<file path="src/hdl/mart_pkg.sv">
// Shared types and codes for the multicast ack retransmit tracker.
package mart_pkg;

    localparam logic [1:0] OP_TICK = 2'd0;
    localparam logic [1:0] OP_PUSH = 2'd1;
    localparam logic [1:0] OP_ACK  = 2'd2;

    localparam logic [3:0] K_PUSH_OK   = 4'd0;
    localparam logic [3:0] K_FULL      = 4'd1;
    localparam logic [3:0] K_SEND      = 4'd2;
    localparam logic [3:0] K_SERVICED  = 4'd3;
    localparam logic [3:0] K_DELIVERED = 4'd4;
    localparam logic [3:0] K_FAILED    = 4'd5;
    localparam logic [3:0] K_ACK_HIT   = 4'd6;
    localparam logic [3:0] K_ACK_MISS  = 4'd7;
    localparam logic [3:0] K_EMPTY     = 4'd8;

    localparam logic [1:0] PH_NEW     = 2'd0;
    localparam logic [1:0] PH_STARTED = 2'd1;
    localparam logic [1:0] PH_DONE    = 2'd2;
    localparam logic [1:0] PH_FAILED  = 2'd3;

    localparam logic [2:0] REG_DEST_COUNT = 3'd0;
    localparam logic [2:0] REG_TIMEOUT    = 3'd1;
    localparam logic [2:0] REG_MAX_ATT    = 3'd2;
    localparam logic [2:0] REG_IP_A       = 3'd3;
    localparam logic [2:0] REG_IP_B       = 3'd4;
    localparam logic [2:0] REG_IP_C       = 3'd5;
    localparam logic [2:0] REG_IP_D       = 3'd6;

    localparam int IP_REGS = 4;

    typedef struct packed {
        logic [2:0]               dest_count;
        logic [15:0]              retry_timeout_ms;
        logic [7:0]               max_attempts;
        logic [IP_REGS-1:0][31:0] dest_ip;
    } mart_cfg_t;

endpackage

</file>
<file path="src/hdl/mart_ram.sv">
// Simple dual-port synchronous RAM with registered read data.
module mart_ram #(
    parameter int WIDTH = 8,
    parameter int DEPTH = 16,
    parameter int AW    = 4
) (
    input  logic             aclk,
    input  logic             we,
    input  logic [AW-1:0]    waddr,
    input  logic [WIDTH-1:0] wdata,
    input  logic [AW-1:0]    raddr,
    output logic [WIDTH-1:0] rdata
);

    logic [WIDTH-1:0] mem [DEPTH];

    always_ff @(posedge aclk) begin
        if (we) begin
            mem[waddr] <= wdata;
        end
        rdata <= mem[raddr];
    end

endmodule

</file>
<file path="src/hdl/mart_ctrl.sv">
// Sequencer: list order, entry and destination memories, result register.
module mart_ctrl
    import mart_pkg::*;
#(
    parameter int LIST_DEPTH = 16,
    parameter int MAX_DESTS  = 4
) (
    input  logic        aclk,
    input  logic        aresetn,
    input  mart_cfg_t   cfg,
    input  logic        s_tvalid,
    output logic        s_tready,
    input  logic [1:0]  in_opcode,
    input  logic [31:0] in_now,
    input  logic [31:0] in_sum,
    input  logic [31:0] in_ip,
    output logic        m_tvalid,
    input  logic        m_tready,
    output logic        m_tlast,
    output logic [3:0]  out_kind,
    output logic [31:0] out_sum,
    output logic [1:0]  out_dest,
    output logic [4:0]  out_pending,
    output logic [15:0] out_miss,
    output logic [15:0] out_ack
);

    localparam int IW  = (LIST_DEPTH > 1) ? $clog2(LIST_DEPTH) : 1;
    localparam int CW  = $clog2(LIST_DEPTH + 1);
    localparam int DCW = $clog2(MAX_DESTS + 1);
    localparam int DW  = (MAX_DESTS > 1) ? $clog2(MAX_DESTS) : 1;
    localparam int AW  = (LIST_DEPTH * MAX_DESTS > 1) ? $clog2(LIST_DEPTH * MAX_DESTS) : 1;
    localparam int EW  = 34 + MAX_DESTS;
    localparam int NW  = 3;

    typedef enum logic [3:0] {
        S_IDLE, S_T_ENT, S_T_CAP, S_T_RD, S_T_WR, S_T_FIN, S_T_SEND,
        S_P_CLR, S_A_RD, S_A_CHK, S_EMIT
    } state_t;

    state_t state_reg;
    logic [IW-1:0]        order_reg [LIST_DEPTH];
    logic [CW-1:0]        total_reg;
    logic [IW-1:0]        pos_reg;
    logic [15:0]          miss_reg, ack_reg;
    logic [31:0]          now_reg, sum_reg, ip_reg;
    logic [IW-1:0]        idx_reg, slot_reg;
    logic [DCW-1:0]       d_reg;
    logic [MAX_DESTS-1:0] due_reg, flags_reg;
    logic [1:0]           phase_reg;
    logic                 fail_reg;
    logic [3:0]           pk_reg;
    logic [31:0]          psum_reg;
    logic                 ovalid_reg, olast_reg;
    logic [3:0]           okind_reg;
    logic [31:0]          osum_reg;
    logic [1:0]           odest_reg;
    logic [4:0]           opend_reg;
    logic [15:0]          omiss_reg, oack_reg;

    logic           ent_we, dst_we;
    logic [IW-1:0]  ent_waddr, ent_raddr;
    logic [EW-1:0]  ent_wdata, ent_rdata;
    logic [AW-1:0]  dst_waddr, dst_raddr, dst_addr;
    logic [39:0]    dst_wdata, dst_rdata;

    logic [NW-1:0]  nd;
    logic           out_free;
    logic           out_load;
    logic [IW-1:0]  tick_idx;
    logic [31:0]    dt;
    logic [7:0]     att_inc;
    logic           due_now;
    logic [1:0]     fin_phase;
    logic [MAX_DESTS-1:0] fin_flags, live_mask, ack_flags;
    logic           ack_found;
    logic [DW-1:0]  ack_d;
    logic [CW-1:0]  total_dec;
    logic [CW-1:0]  idx_inc;

    always_comb begin
        nd = (cfg.dest_count == 3'd0) ? 3'd1 : cfg.dest_count;
        if (int'(nd) > MAX_DESTS) nd = NW'(MAX_DESTS);
        if (int'(nd) > IP_REGS) nd = NW'(IP_REGS);
    end

    always_comb begin
        for (int j = 0; j < MAX_DESTS; j++) begin
            live_mask[j] = (j < int'(nd));
        end
    end

    assign out_free = !ovalid_reg || m_tready;
    // a beat enters the output register on a due send or on the closing beat
    assign out_load = out_free &&
                      ((state_reg == S_EMIT) ||
                       (state_reg == S_T_SEND && d_reg < DCW'(nd) &&
                        due_reg[d_reg[DW-1:0]]));
    assign tick_idx = (CW'(pos_reg) < total_reg) ? pos_reg : '0;
    assign dst_addr = AW'(int'(slot_reg) * MAX_DESTS + int'(d_reg));
    assign dt       = now_reg - dst_rdata[39:8];
    assign att_inc  = (dst_rdata[7:0] == 8'hFF) ? 8'hFF : dst_rdata[7:0] + 8'd1;
    assign due_now  = !flags_reg[d_reg[DW-1:0]] && (dt > {16'd0, cfg.retry_timeout_ms});
    assign total_dec = total_reg - CW'(1);
    assign idx_inc  = CW'(idx_reg) + CW'(1);

    // first configured destination whose address matches the sender
    always_comb begin
        ack_found = 1'b0;
        ack_d     = '0;
        for (int j = IP_REGS - 1; j >= 0; j--) begin
            if (j < int'(nd) && cfg.dest_ip[j] == ip_reg) begin
                ack_found = 1'b1;
                ack_d     = DW'(j);
            end
        end
    end

    always_comb begin
        ack_flags = ent_rdata[MAX_DESTS-1:0];
        if (ack_found) ack_flags[ack_d] = 1'b1;
    end

    always_comb begin
        fin_phase = phase_reg;
        fin_flags = flags_reg;
        case (phase_reg)
            PH_NEW: begin
                fin_phase = PH_STARTED;
                fin_flags = flags_reg & ~live_mask;
            end
            PH_STARTED: fin_phase = fail_reg ? PH_FAILED : PH_STARTED;
            default: fin_phase = phase_reg;
        endcase
    end

    always_comb begin
        ent_we    = 1'b0;
        ent_waddr = slot_reg;
        ent_wdata = {sum_reg, PH_NEW, {MAX_DESTS{1'b0}}};
        dst_we    = 1'b0;
        dst_waddr = dst_addr;
        dst_wdata = '0;
        ent_raddr = slot_reg;
        dst_raddr = dst_addr;
        case (state_reg)
            S_T_FIN: begin
                ent_we    = 1'b1;
                ent_wdata = {psum_reg, fin_phase, fin_flags};
            end
            S_T_WR: begin
                dst_we    = (phase_reg == PH_NEW) || due_now;
                dst_wdata = {now_reg, att_inc};
            end
            S_P_CLR: begin
                ent_we = (d_reg == '0);
                dst_we = 1'b1;
            end
            S_A_CHK: begin
                ent_we    = (ent_rdata[EW-1:MAX_DESTS+2] == sum_reg);
                ent_waddr = order_reg[idx_reg];
                ent_wdata = {sum_reg,
                             (ack_found && &(ack_flags | ~live_mask)) ?
                                 PH_DONE : ent_rdata[MAX_DESTS+1:MAX_DESTS],
                             ack_flags};
            end
            S_A_RD: ent_raddr = order_reg[idx_reg];
            default: ;
        endcase
    end

    mart_ram #(.WIDTH(EW), .DEPTH(LIST_DEPTH), .AW(IW)) u_ent (
        .aclk(aclk), .we(ent_we), .waddr(ent_waddr), .wdata(ent_wdata),
        .raddr(ent_raddr), .rdata(ent_rdata)
    );

    mart_ram #(.WIDTH(40), .DEPTH(LIST_DEPTH * MAX_DESTS), .AW(AW)) u_dst (
        .aclk(aclk), .we(dst_we), .waddr(dst_waddr), .wdata(dst_wdata),
        .raddr(dst_raddr), .rdata(dst_rdata)
    );

    always_ff @(posedge aclk) begin
        if (!aresetn) begin
            state_reg  <= S_IDLE;
            total_reg  <= '0;
            pos_reg    <= '0;
            miss_reg   <= '0;
            ack_reg    <= '0;
            ovalid_reg <= 1'b0;
            for (int i = 0; i < LIST_DEPTH; i++) begin
                order_reg[i] <= IW'(i);
            end
        end else begin
            if (out_load) begin
                ovalid_reg <= 1'b1;
                opend_reg  <= 5'(total_reg);
                omiss_reg  <= miss_reg;
                oack_reg   <= ack_reg;
            end else if (m_tready) begin
                ovalid_reg <= 1'b0;
            end
            unique case (state_reg)
                S_IDLE: begin
                    if (s_tvalid) begin
                        now_reg <= in_now;
                        sum_reg <= in_sum;
                        ip_reg  <= in_ip;
                        psum_reg <= (in_opcode == OP_TICK) ? 32'd0 : in_sum;
                        d_reg   <= '0;
                        idx_reg <= (in_opcode == OP_TICK) ? tick_idx : '0;
                        case (in_opcode)
                            OP_TICK: begin
                                if (total_reg == '0) begin
                                    pk_reg    <= K_EMPTY;
                                    state_reg <= S_EMIT;
                                end else begin
                                    slot_reg  <= order_reg[tick_idx];
                                    state_reg <= S_T_ENT;
                                end
                            end
                            OP_PUSH: begin
                                if (total_reg >= CW'(LIST_DEPTH)) begin
                                    pk_reg    <= K_FULL;
                                    state_reg <= S_EMIT;
                                end else begin
                                    slot_reg  <= order_reg[total_reg[IW-1:0]];
                                    state_reg <= S_P_CLR;
                                end
                            end
                            OP_ACK: begin
                                if (total_reg == '0) begin
                                    pk_reg    <= K_ACK_MISS;
                                    state_reg <= S_EMIT;
                                end else begin
                                    state_reg <= S_A_RD;
                                end
                            end
                            default: state_reg <= S_IDLE;
                        endcase
                    end
                end
                S_T_ENT: state_reg <= S_T_CAP;
                S_T_CAP: begin
                    psum_reg  <= ent_rdata[EW-1:MAX_DESTS+2];
                    phase_reg <= ent_rdata[MAX_DESTS+1:MAX_DESTS];
                    flags_reg <= ent_rdata[MAX_DESTS-1:0];
                    due_reg   <= '0;
                    fail_reg  <= 1'b0;
                    if (ent_rdata[MAX_DESTS+1:MAX_DESTS] == PH_NEW ||
                        ent_rdata[MAX_DESTS+1:MAX_DESTS] == PH_STARTED) begin
                        state_reg <= S_T_RD;
                    end else begin
                        state_reg <= S_T_FIN;
                    end
                end
                S_T_RD: state_reg <= S_T_WR;
                S_T_WR: begin
                    if (phase_reg == PH_NEW) begin
                        due_reg[d_reg[DW-1:0]] <= 1'b1;
                    end else if (due_now) begin
                        due_reg[d_reg[DW-1:0]] <= 1'b1;
                        if (att_inc >= cfg.max_attempts) fail_reg <= 1'b1;
                    end
                    if (int'(d_reg) + 1 < int'(nd)) begin
                        d_reg     <= d_reg + DCW'(1);
                        state_reg <= S_T_RD;
                    end else begin
                        state_reg <= S_T_FIN;
                    end
                end
                S_T_FIN: begin
                    d_reg <= '0;
                    if (fin_phase == PH_DONE || fin_phase == PH_FAILED) begin
                        // close the gap and park the freed slot at the tail
                        for (int i = 0; i < LIST_DEPTH; i++) begin
                            if (i >= int'(idx_reg)) begin
                                if (i == LIST_DEPTH - 1) order_reg[i] <= order_reg[idx_reg];
                                else order_reg[i] <= order_reg[(i + 1) % LIST_DEPTH];
                            end
                        end
                        total_reg <= total_dec;
                        pos_reg   <= (idx_inc >= total_dec) ? '0 : idx_inc[IW-1:0];
                        if (fin_phase == PH_FAILED) begin
                            miss_reg <= miss_reg + 16'd1;
                            pk_reg   <= K_FAILED;
                        end else begin
                            pk_reg   <= K_DELIVERED;
                        end
                    end else begin
                        pos_reg <= (idx_inc >= total_reg) ? '0 : idx_inc[IW-1:0];
                        pk_reg  <= K_SERVICED;
                    end
                    state_reg <= S_T_SEND;
                end
                S_T_SEND: begin
                    if (d_reg >= DCW'(nd)) begin
                        state_reg <= S_EMIT;
                    end else if (!due_reg[d_reg[DW-1:0]]) begin
                        d_reg <= d_reg + DCW'(1);
                    end else if (out_free) begin
                        olast_reg  <= 1'b0;
                        okind_reg  <= K_SEND;
                        osum_reg   <= psum_reg;
                        odest_reg  <= 2'(d_reg);
                        d_reg      <= d_reg + DCW'(1);
                    end
                end
                S_P_CLR: begin
                    if (int'(d_reg) + 1 < MAX_DESTS) begin
                        d_reg <= d_reg + DCW'(1);
                    end else begin
                        total_reg <= total_reg + CW'(1);
                        pk_reg    <= K_PUSH_OK;
                        state_reg <= S_EMIT;
                    end
                end
                S_A_RD: state_reg <= S_A_CHK;
                S_A_CHK: begin
                    if (ent_rdata[EW-1:MAX_DESTS+2] == sum_reg) begin
                        ack_reg   <= ack_reg + 16'd1;
                        pk_reg    <= K_ACK_HIT;
                        state_reg <= S_EMIT;
                    end else if (idx_inc >= total_reg) begin
                        pk_reg    <= K_ACK_MISS;
                        state_reg <= S_EMIT;
                    end else begin
                        idx_reg   <= idx_inc[IW-1:0];
                        state_reg <= S_A_RD;
                    end
                end
                S_EMIT: begin
                    if (out_free) begin
                        olast_reg  <= 1'b1;
                        okind_reg  <= pk_reg;
                        osum_reg   <= psum_reg;
                        odest_reg  <= 2'd0;
                        state_reg  <= S_IDLE;
                    end
                end
                default: state_reg <= S_IDLE;
            endcase
        end
    end

    assign s_tready    = (state_reg == S_IDLE);
    assign m_tvalid    = ovalid_reg;
    assign m_tlast     = olast_reg;
    assign out_kind    = okind_reg;
    assign out_sum     = osum_reg;
    assign out_dest    = odest_reg;
    assign out_pending = opend_reg;
    assign out_miss    = omiss_reg;
    assign out_ack     = oack_reg;

endmodule

</file>
<file path="src/hdl/multicast_ack_retransmit_tracker.sv">
// A push clears the entry and destination records of its slot; a refused push and an ack
// on an empty list answer at once; an ack walks the entries in list order until a match.
// A tick checks each destination in turn, then sends to the due ones before its last beat.
// One item in flight; the next beat is taken in the cycle after the last result is loaded.
// Reset (aresetn low, synchronous) empties the list and clears counters and config to defaults.
// RAM contents are not cleared; a push initializes its entry.
module multicast_ack_retransmit_tracker
    import mart_pkg::*;
#(
    parameter int LIST_DEPTH = 16,
    parameter int MAX_DESTS  = 4
) (
    input  logic         aclk,
    input  logic         aresetn,
    input  logic         cfg_we,
    input  logic [2:0]   cfg_index,
    input  logic [31:0]  cfg_wdata,
    input  logic         s_tvalid,
    output logic         s_tready,
    input  logic [95:0]  s_tdata,   // now_ms, packet_sum, sender_ip
    input  logic [1:0]   s_tuser,   // opcode
    output logic         m_tvalid,
    input  logic         m_tready,
    output logic         m_tlast,
    output logic [71:0]  m_tdata,   // result_sum, dest_index, pending, miss_total, ack_total, pad
    output logic [3:0]   m_tuser    // kind
);

    mart_cfg_t cfg_reg;

    always_ff @(posedge aclk) begin
        if (!aresetn) begin
            cfg_reg.dest_count       <= 3'd1;
            cfg_reg.retry_timeout_ms <= 16'd1000;
            cfg_reg.max_attempts     <= 8'd3;
            cfg_reg.dest_ip          <= '0;
        end else if (cfg_we) begin
            unique case (cfg_index)
                REG_DEST_COUNT: cfg_reg.dest_count       <= cfg_wdata[2:0];
                REG_TIMEOUT:    cfg_reg.retry_timeout_ms <= cfg_wdata[15:0];
                REG_MAX_ATT:    cfg_reg.max_attempts     <= cfg_wdata[7:0];
                REG_IP_A:       cfg_reg.dest_ip[0]       <= cfg_wdata;
                REG_IP_B:       cfg_reg.dest_ip[1]       <= cfg_wdata;
                REG_IP_C:       cfg_reg.dest_ip[2]       <= cfg_wdata;
                REG_IP_D:       cfg_reg.dest_ip[3]       <= cfg_wdata;
                default: ;
            endcase
        end
    end

    logic [31:0] o_sum;
    logic [1:0]  o_dest;
    logic [4:0]  o_pend;
    logic [15:0] o_miss, o_ack;

    mart_ctrl #(.LIST_DEPTH(LIST_DEPTH), .MAX_DESTS(MAX_DESTS)) u_ctrl (
        .aclk(aclk), .aresetn(aresetn), .cfg(cfg_reg),
        .s_tvalid(s_tvalid), .s_tready(s_tready),
        .in_opcode(s_tuser), .in_now(s_tdata[31:0]),
        .in_sum(s_tdata[63:32]), .in_ip(s_tdata[95:64]),
        .m_tvalid(m_tvalid), .m_tready(m_tready), .m_tlast(m_tlast),
        .out_kind(m_tuser), .out_sum(o_sum), .out_dest(o_dest),
        .out_pending(o_pend), .out_miss(o_miss), .out_ack(o_ack)
    );

    assign m_tdata = {1'b0, o_ack, o_miss, o_pend, o_dest, o_sum};

endmodule

</file>
<file path="config.mk">
export PLATFORM = sky130hd
export DESIGN_NAME = multicast_ack_retransmit_tracker
export DESIGN_NICKNAME = d
export VERILOG_FILES = /design/src/hdl/mart_pkg.sv /design/src/hdl/mart_ram.sv /design/src/hdl/mart_ctrl.sv /design/src/hdl/multicast_ack_retransmit_tracker.sv
export SDC_FILE = /design/constraint.sdc
export NUM_CORES = 2
export LEC_CHECK = 0
export BUFFER_PORTS_ARGS = -buffer_cell sky130_fd_sc_hd__buf_4
export CORE_MARGIN = 5
export CORE_UTILIZATION = 35
export CTS_CLUSTER_DIAMETER = 150
export DETAILED_ROUTE_END_ITERATION = 7
export SYNTH_ARGS = -nofsm -noshare
export SYNTH_HDL_FRONTEND = slang
export SYNTH_SLANG_ARGS = --single-unit
</file>
<file path="constraint.sdc">
create_clock -name aclk -period 12 [get_ports aclk]
set_input_delay 0.6 -clock aclk [delete_from_list [all_inputs] [get_ports aclk]]
set_output_delay 0.6 -clock aclk [all_outputs]
set_load 0.02 [all_outputs]
</file>
**Yosys cells after proc, flatten, opt, wreduce, memory -nomap -nowiden**

Memory sizes are Yosys's and may differ from the RTL's. A register that Yosys moved wholly into a read port is not among the register bits.
Cells that the tools add are included.

- $add $sub $neg: 10
- Magnitude comparators: 35
- Eq/ne operators: 52
- Muxes and demuxes: 211
- Bitwise operators: 21
- Reduce and logical (&&, ||, !) cells: 59

Operators with widths:

| kind | number |
|---|---|
| $mux W4 | 53 |
| $eq A32 B32 Y1 | 5 |
| $mux W32 | 5 |
| $pmux W32 S2 | 2 |
| $mux W1 | 102 |
| $pmux W38 S2 | 1 |
| $pmux W4 S11 | 1 |
| $mux W40 | 1 |
| $mux W3 | 12 |
| $add A16 B1 Y16 const B | 2 |
| $gt A32 B16 Y1 | 1 |
| $lt A32 B4 Y1 | 1 |
| $lt A32 B4 Y1 const B | 1 |
| $pmux W4 S2 | 4 |
| $sub A32 B32 Y32 | 1 |
| $ge A4 B4 Y1 const A | 7 |
| $mux W2 | 12 |
| $pmux W4 S3 | 2 |
| $ne A2 B2 Y1 const B | 10 |
| $reduce_and A2 Y1 | 10 |
| $eq A4 B3 Y1 const B | 4 |
| $ge A3 B4 Y1 const A | 4 |
| $or A1 B1 Y1 | 16 |
| $pmux W4 S4 | 1 |
| 62 further kinds | 130 |

- Flip-flop bits (word level): 431
- Memory bits (writable): 3,232
- Input bits: 138
- Output and inout port bits: 79
- Word-level logic and storage cells: 423
- Memories kept: 3

Memory list:

| memory | depth | bits a word | read ports | clocked after Yosys merged registers in | wr ports | line | source |
|---|---|---|---|---|---|---|---|
| u_ctrl.u_dst.mem | 64 | 40 | 1 | 1 | 1 | mart_ram.sv:15 | `logic [WIDTH-1:0] mem [DEPTH];` |
| u_ctrl.u_ent.mem | 16 | 38 | 1 | 1 | 1 | mart_ram.sv:15 |  |
| u_ctrl.order_reg | 16 | 4 | 18 | 2 | 16 | mart_ctrl.sv:42 | `logic [IW-1:0] order_reg [LIST_DEPTH];` |

**Depth between registers and ports, before layout**

- Depth after elaboration: 23
- Mapped depth: 21
- Mapped depth without buffers: 19

**By module**

A second synthesis with hierarchy kept.

- Cells, all modules: 7,787
- Area, all modules: 148,009.5 um^2

By module, submodules not included:

| module | instances | cells each | area each (um^2) | seq. area each (um^2) |
|---|---|---|---|---|
| mart_ram at u_ctrl.u_dst | 1 | 4,263 | 97,960.2 | 77,674.5 |
| mart_ram at u_ctrl.u_ent | 1 | 989 | 23,570.1 | 19,018.2 |
| mart_ctrl | 1 | 1,982 | 20,762.4 | 9,909.5 |
| multicast_ack_retransmit_tracker | 1 | 553 | 5,716.7 | 3,103.0 |

**Worst setup path after synthesis**

No wires, ideal clock.

- Path type: flip-flop to flip-flop
- Start point: register u_ctrl.now_reg[0]
- End point: memory u_ctrl.u_dst.mem[51][0], enable pin
- Setup time: 654 ps
- Arrival time: 9,395 ps
- Data required time: 11,346 ps
- Setup slack: 1,951 ps
- Stages on the path, launching flop included: 19
- Buffers on the path: 1
- Period minus slack after synthesis: 10,049 ps
- Cell sequence: edfxtp_1 inv_1 ha_1 fa_1 nor2b_1 o2111ai_1 a211oi_1 nor3_1 xnor2_1 ha_1 nand4_1 nor3_1 a211o_1 a211o_1 nor4_1 nand4b_1 nor4_2 buf_2 a2111oi_0

- Longest elaborated chain between the ends: 7

RTL lines:

| what | line | source |
|---|---|---|
| from (decl) | mart_ctrl.sv:46 | `logic [31:0] now_reg, sum_reg, ip_reg;` |
| from (signal assigned) | mart_ctrl.sv:205 | `now_reg <= in_now;` |
| $sub A32 B32 Y32 | mart_ctrl.sv:101 | `assign dt = now_reg - dst_rdata[39:8];` |
| $gt A32 B16 Y1 | mart_ctrl.sv:103 | `assign due_now = !flags_reg[d_reg[DW-1:0]] && (dt > {16'd0, cfg.retry_timeout_ms});` |
| $logic_and A1 B1 Y1 | mart_ctrl.sv:103 |  |
| $logic_or A1 B1 Y1 | mart_ctrl.sv:152 | `dst_we = (phase_reg == PH_NEW) \|\| due_now;` |
| $pmux W1 S2 | mart_ctrl.sv:146 | `case (state_reg)` |
| $mux W1 | mart_ram.sv:18 | `if (we) begin` |
| $mux W1 (not written as such) | mart_ram.sv:19 | `mem[waddr] <= wdata;` |
| to (decl) | mart_ram.sv:15 |  |

No other way between the ends.

**Worst setup path in the final report**

- Start point: register u_ctrl.now_reg[0]
- End point: memory u_ctrl.u_dst.mem[0][31], enable pin

Same word-level chain as after synthesis.

==> results.md <==
- Average cell area after synthesis: around 15 µm²
- Clock latency on the worst-skew pair: roughly 0.94 ns
- Hold crit path type: in2reg
- Worst Tran Pin Value: approximately 1.4 ns
- Proportion of layout cells with a drive suffix above 1: between 10% and 20%
- Period minus WS final: approximately 6.3 ns
- RePlAce Congestion: 0.885
- Storage element area: about 110000 µm²
- Area occupied by multi-input gates: ~32000 µm²
- Postcts setup bufs: 0
- Setup-failing EPs final: 0
- Number of flops mapped to enable cells by yosys: about 3500
- HPWL after detailed placement: between 200000 and 300000 µm
- Yosys synthesis warning count: 0
- Max-slew violation count: 0
- Reported max-cap violation count: 0
- Cts bufs inserted: 370
- Yosys top cell area share: between 70% and 80%
- Clock root buffer master: clkbuf_16
- Final Cycle Share: a little over half
- Detailed-route wire length: about 460000 µm
- Number of violations reported at the end of detailed-routing iteration 0: ~12000
- Die width: around 650 µm
- Leak pwr: between 0.05 and 0.06 µW
- FF+latch count, synth: between 3000 and 4000
- Max reg flops: around 2600
- Sinks on Clock Net: about 3700
- Post-synth ARST share: 0%
- Die ar.: 423000 µm²
- Largest clock skew in the final design: slightly above 0.06 ns
- Worst setup path category: reg2reg
- GRT Total Usage: 20.9%
- Fmax: ~160 MHz
- Clock H-tree levels: 5
- CTS tree: done
- Overall power after layout: between 30000 and 40000 µW
- Via density per instance: between 5 and 6
- Starting Density: a little over a third
- Antenna violations before repair: between 50 and 60
- Main synth FF type: edfxtp_1
- Wire length per cell: about 30 µm
- Max VDD drop: approximately 0.00012 V
- Number of unique standard cell types used by synthesis: between 70 and 80
- Signal arrival time at the worst endpoint: 6.84 ns
- NumNets Final: ~10000
- Clock-pin slew on the worst setup and hold paths: approximately 0.06 ns
- Netlist Area Pre-Place: 144000 µm²
- Sequential fraction of the synthesis area: ~76%
- Maximum fanout along the worst path: 40
- Largest net degree at the start of global routing: around 160
- Setup Total Neg Slack: 0 ns
- Detailed-routing iteration count for the pre-antenna-repair pass: 7
- Layout area overhead: 15.8%
- Number of buffers on the longest clock path: 4
- Count of filler cells inserted in the layout: ~37000
- Wire length of the first global-routing pass: about 650000 µm
- Total via count in the routed design: between 80000 and 90000
- # IOs: about 220
- Floorplan Core Area: 409000 µm²
- Area contributors post-synth: edfxtp_1 (72%), a22oi_1 (5.3%), dfxtp_1 (4.0%), nand2_1 (2.7%), nand3_1 (1.5%)
- RSZ-0062 raised after global routing: false
- Ranking of synthesized cells by instance count: edfxtp_1 (3462), nand2_1 (1031), a22oi_1 (1019)
- Remaining antenna violation count: 0
- Net count after synthesis: around 9600
- Number of hold violations in the final report: 0
- Remaining global-route overflow: 0
- Worst slew margin relative to its limit: under 10%
- Most common cell in the netlist: edfxtp_1
- Post-synthesis instance total: 9341
- Run status: finished clean
- DR DRC count: 0
- Rows: about 240
- Setup crit start kind: flip-flop
- Post-synthesis cell type with the largest combined area: edfxtp_1
- Worst setup EP type: flip-flop
- Via count of the first global-routing pass: 85600
- Critical Path RT: 12.59 ns
- Port buffer count: between 200 and 250
- Die H: about 650 µm
- Power Dens Cells: around 200 nW/µm²
## cells by family (layout without fill, tap and decap cells)
family / count (synthesis) / in the layout / synth area share (%)
compound gates: 2219 / 2219 / 11.3
fa+ha+maj: 93 / 93 / 0.815
buf+inv: 667 / 1375 / 1.80
mux: 78 / 78 / 0.914
other cells: 1 / 14 / 0.00261
simple gates: 2308 / 2308 / 7.39
flops: 3749 / 3749 / 76.4
xor+xnor: 226 / 226 / 1.38
## area by class of cell
cell class / instances / area share (%)
clock buffer: 483 / 6.02
timing repair buffer: 605 / 3.04
inverter: 82 / 0.185
tap: 5451 / 4.10
antenna: 13 / 0.0196
clock inverter: 205 / 1.19
multi-input combinational: 4925 / 19.5
sequential: 3749 / 66.0
## critical path, stage by stage (launching register included)
cell,delay [ns]
edfxtp_1,0.33
inv_1,0.07
ha_1,0.22
fa_1,0.41
nor2b_1,0.19
o2111ai_1,0.22
a211oi_1,0.50
nor3_1,0.12
xnor2_1,0.15
ha_1,0.30
nand4_1,0.12
inv_1,0.05
a221o_1,0.31
a211o_1,0.23
a211o_1,0.29
nor4_1,0.27
nand4b_1,0.18
nor4_4,0.26
buf_4,0.45
buf_4,0.58
a2111oi_2,0.16
buf_4,0.38
## stage by stage
stage	hold WS (ns)	setup slack, ns	instance area, µm²	util (%)	std cells
after CTS	0.0103	5.78	166000	40.6	15500
after global routing	0.0516	5.39	166000	40.6	15500
after detailed placement	0.424	5.81	153000	37.4	14700
after floorplan	0.406	1.95	144000	-	9341
final	0.0904	5.75	166000	40.6	15500
after global placement	0.424	5.76	153000	37.4	14700
## layer usage
metal	vias up	wire, µm	global-route usage [%]
li1	37700	-	-
met1	45600	182000	28.4
met2	5207	213000	33.2
met3	874	47600	4.40
met4	26	18500	7.60
met5	-	155	0
## timing repair
item	in CTS	in global routing
setup endpoints to repair	0	0
resized for setup	0	0
hold buffers	129	0
hold endpoints to repair	258	0
## where the power goes
group          internal, µW  switching, µW
Clock                  6490           5020
Combinational          1650           4740
Sequential            15300            325
Total                 23400          10100
## worst paths after layout
check                                         from                      end  slack [ns]  cells after the start
worst min-delay path                  cfg_wdata[0]             cfg_reg[128]        0.09                      3
worst max-delay path             u_ctrl.now_reg[0]  u_ctrl.u_dst.mem[0][31]        5.75                     21
worst min register to register  u_ctrl.psum_reg[2]        u_ctrl.out_sum[2]        0.43                      0
worst max register to register   u_ctrl.now_reg[0]  u_ctrl.u_dst.mem[0][31]        5.75                     21
## cells in the final DEF, fill, tap and decap left out, types with 17 or more instances in the layout
cell type / count
a2111oi_2: 30
a211oi_1: 17
a21boi_0: 154
a21o_1: 17
a21oi_1: 148
a221oi_1: 132
a22o_1: 129
a22oi_1: 1019
a31oi_1: 160
a41oi_1: 130
and2_1: 81
and2_4: 28
and3_1: 24
buf_4: 460
bufinv_16: 26
clkbuf_1: 86
clkbuf_16: 376
clkbuf_8: 21
clkinv_1: 55
clkinv_2: 83
dfxtp_1: 287
dlygate4sd3_1: 129
edfxtp_1: 3462
ha_1: 92
inv_1: 81
mux2i_1: 28
mux4_2: 42
nand2_1: 1024
nand2b_1: 75
nand3_1: 415
nand4_1: 150
nor2_1: 257
nor2_4: 29
nor2b_1: 29
nor3_1: 29
nor4_1: 63
nor4_2: 25
o21ai_0: 171
xnor2_1: 147
xor2_1: 78
Note: power is estimated with default switching activity, not from simulation.
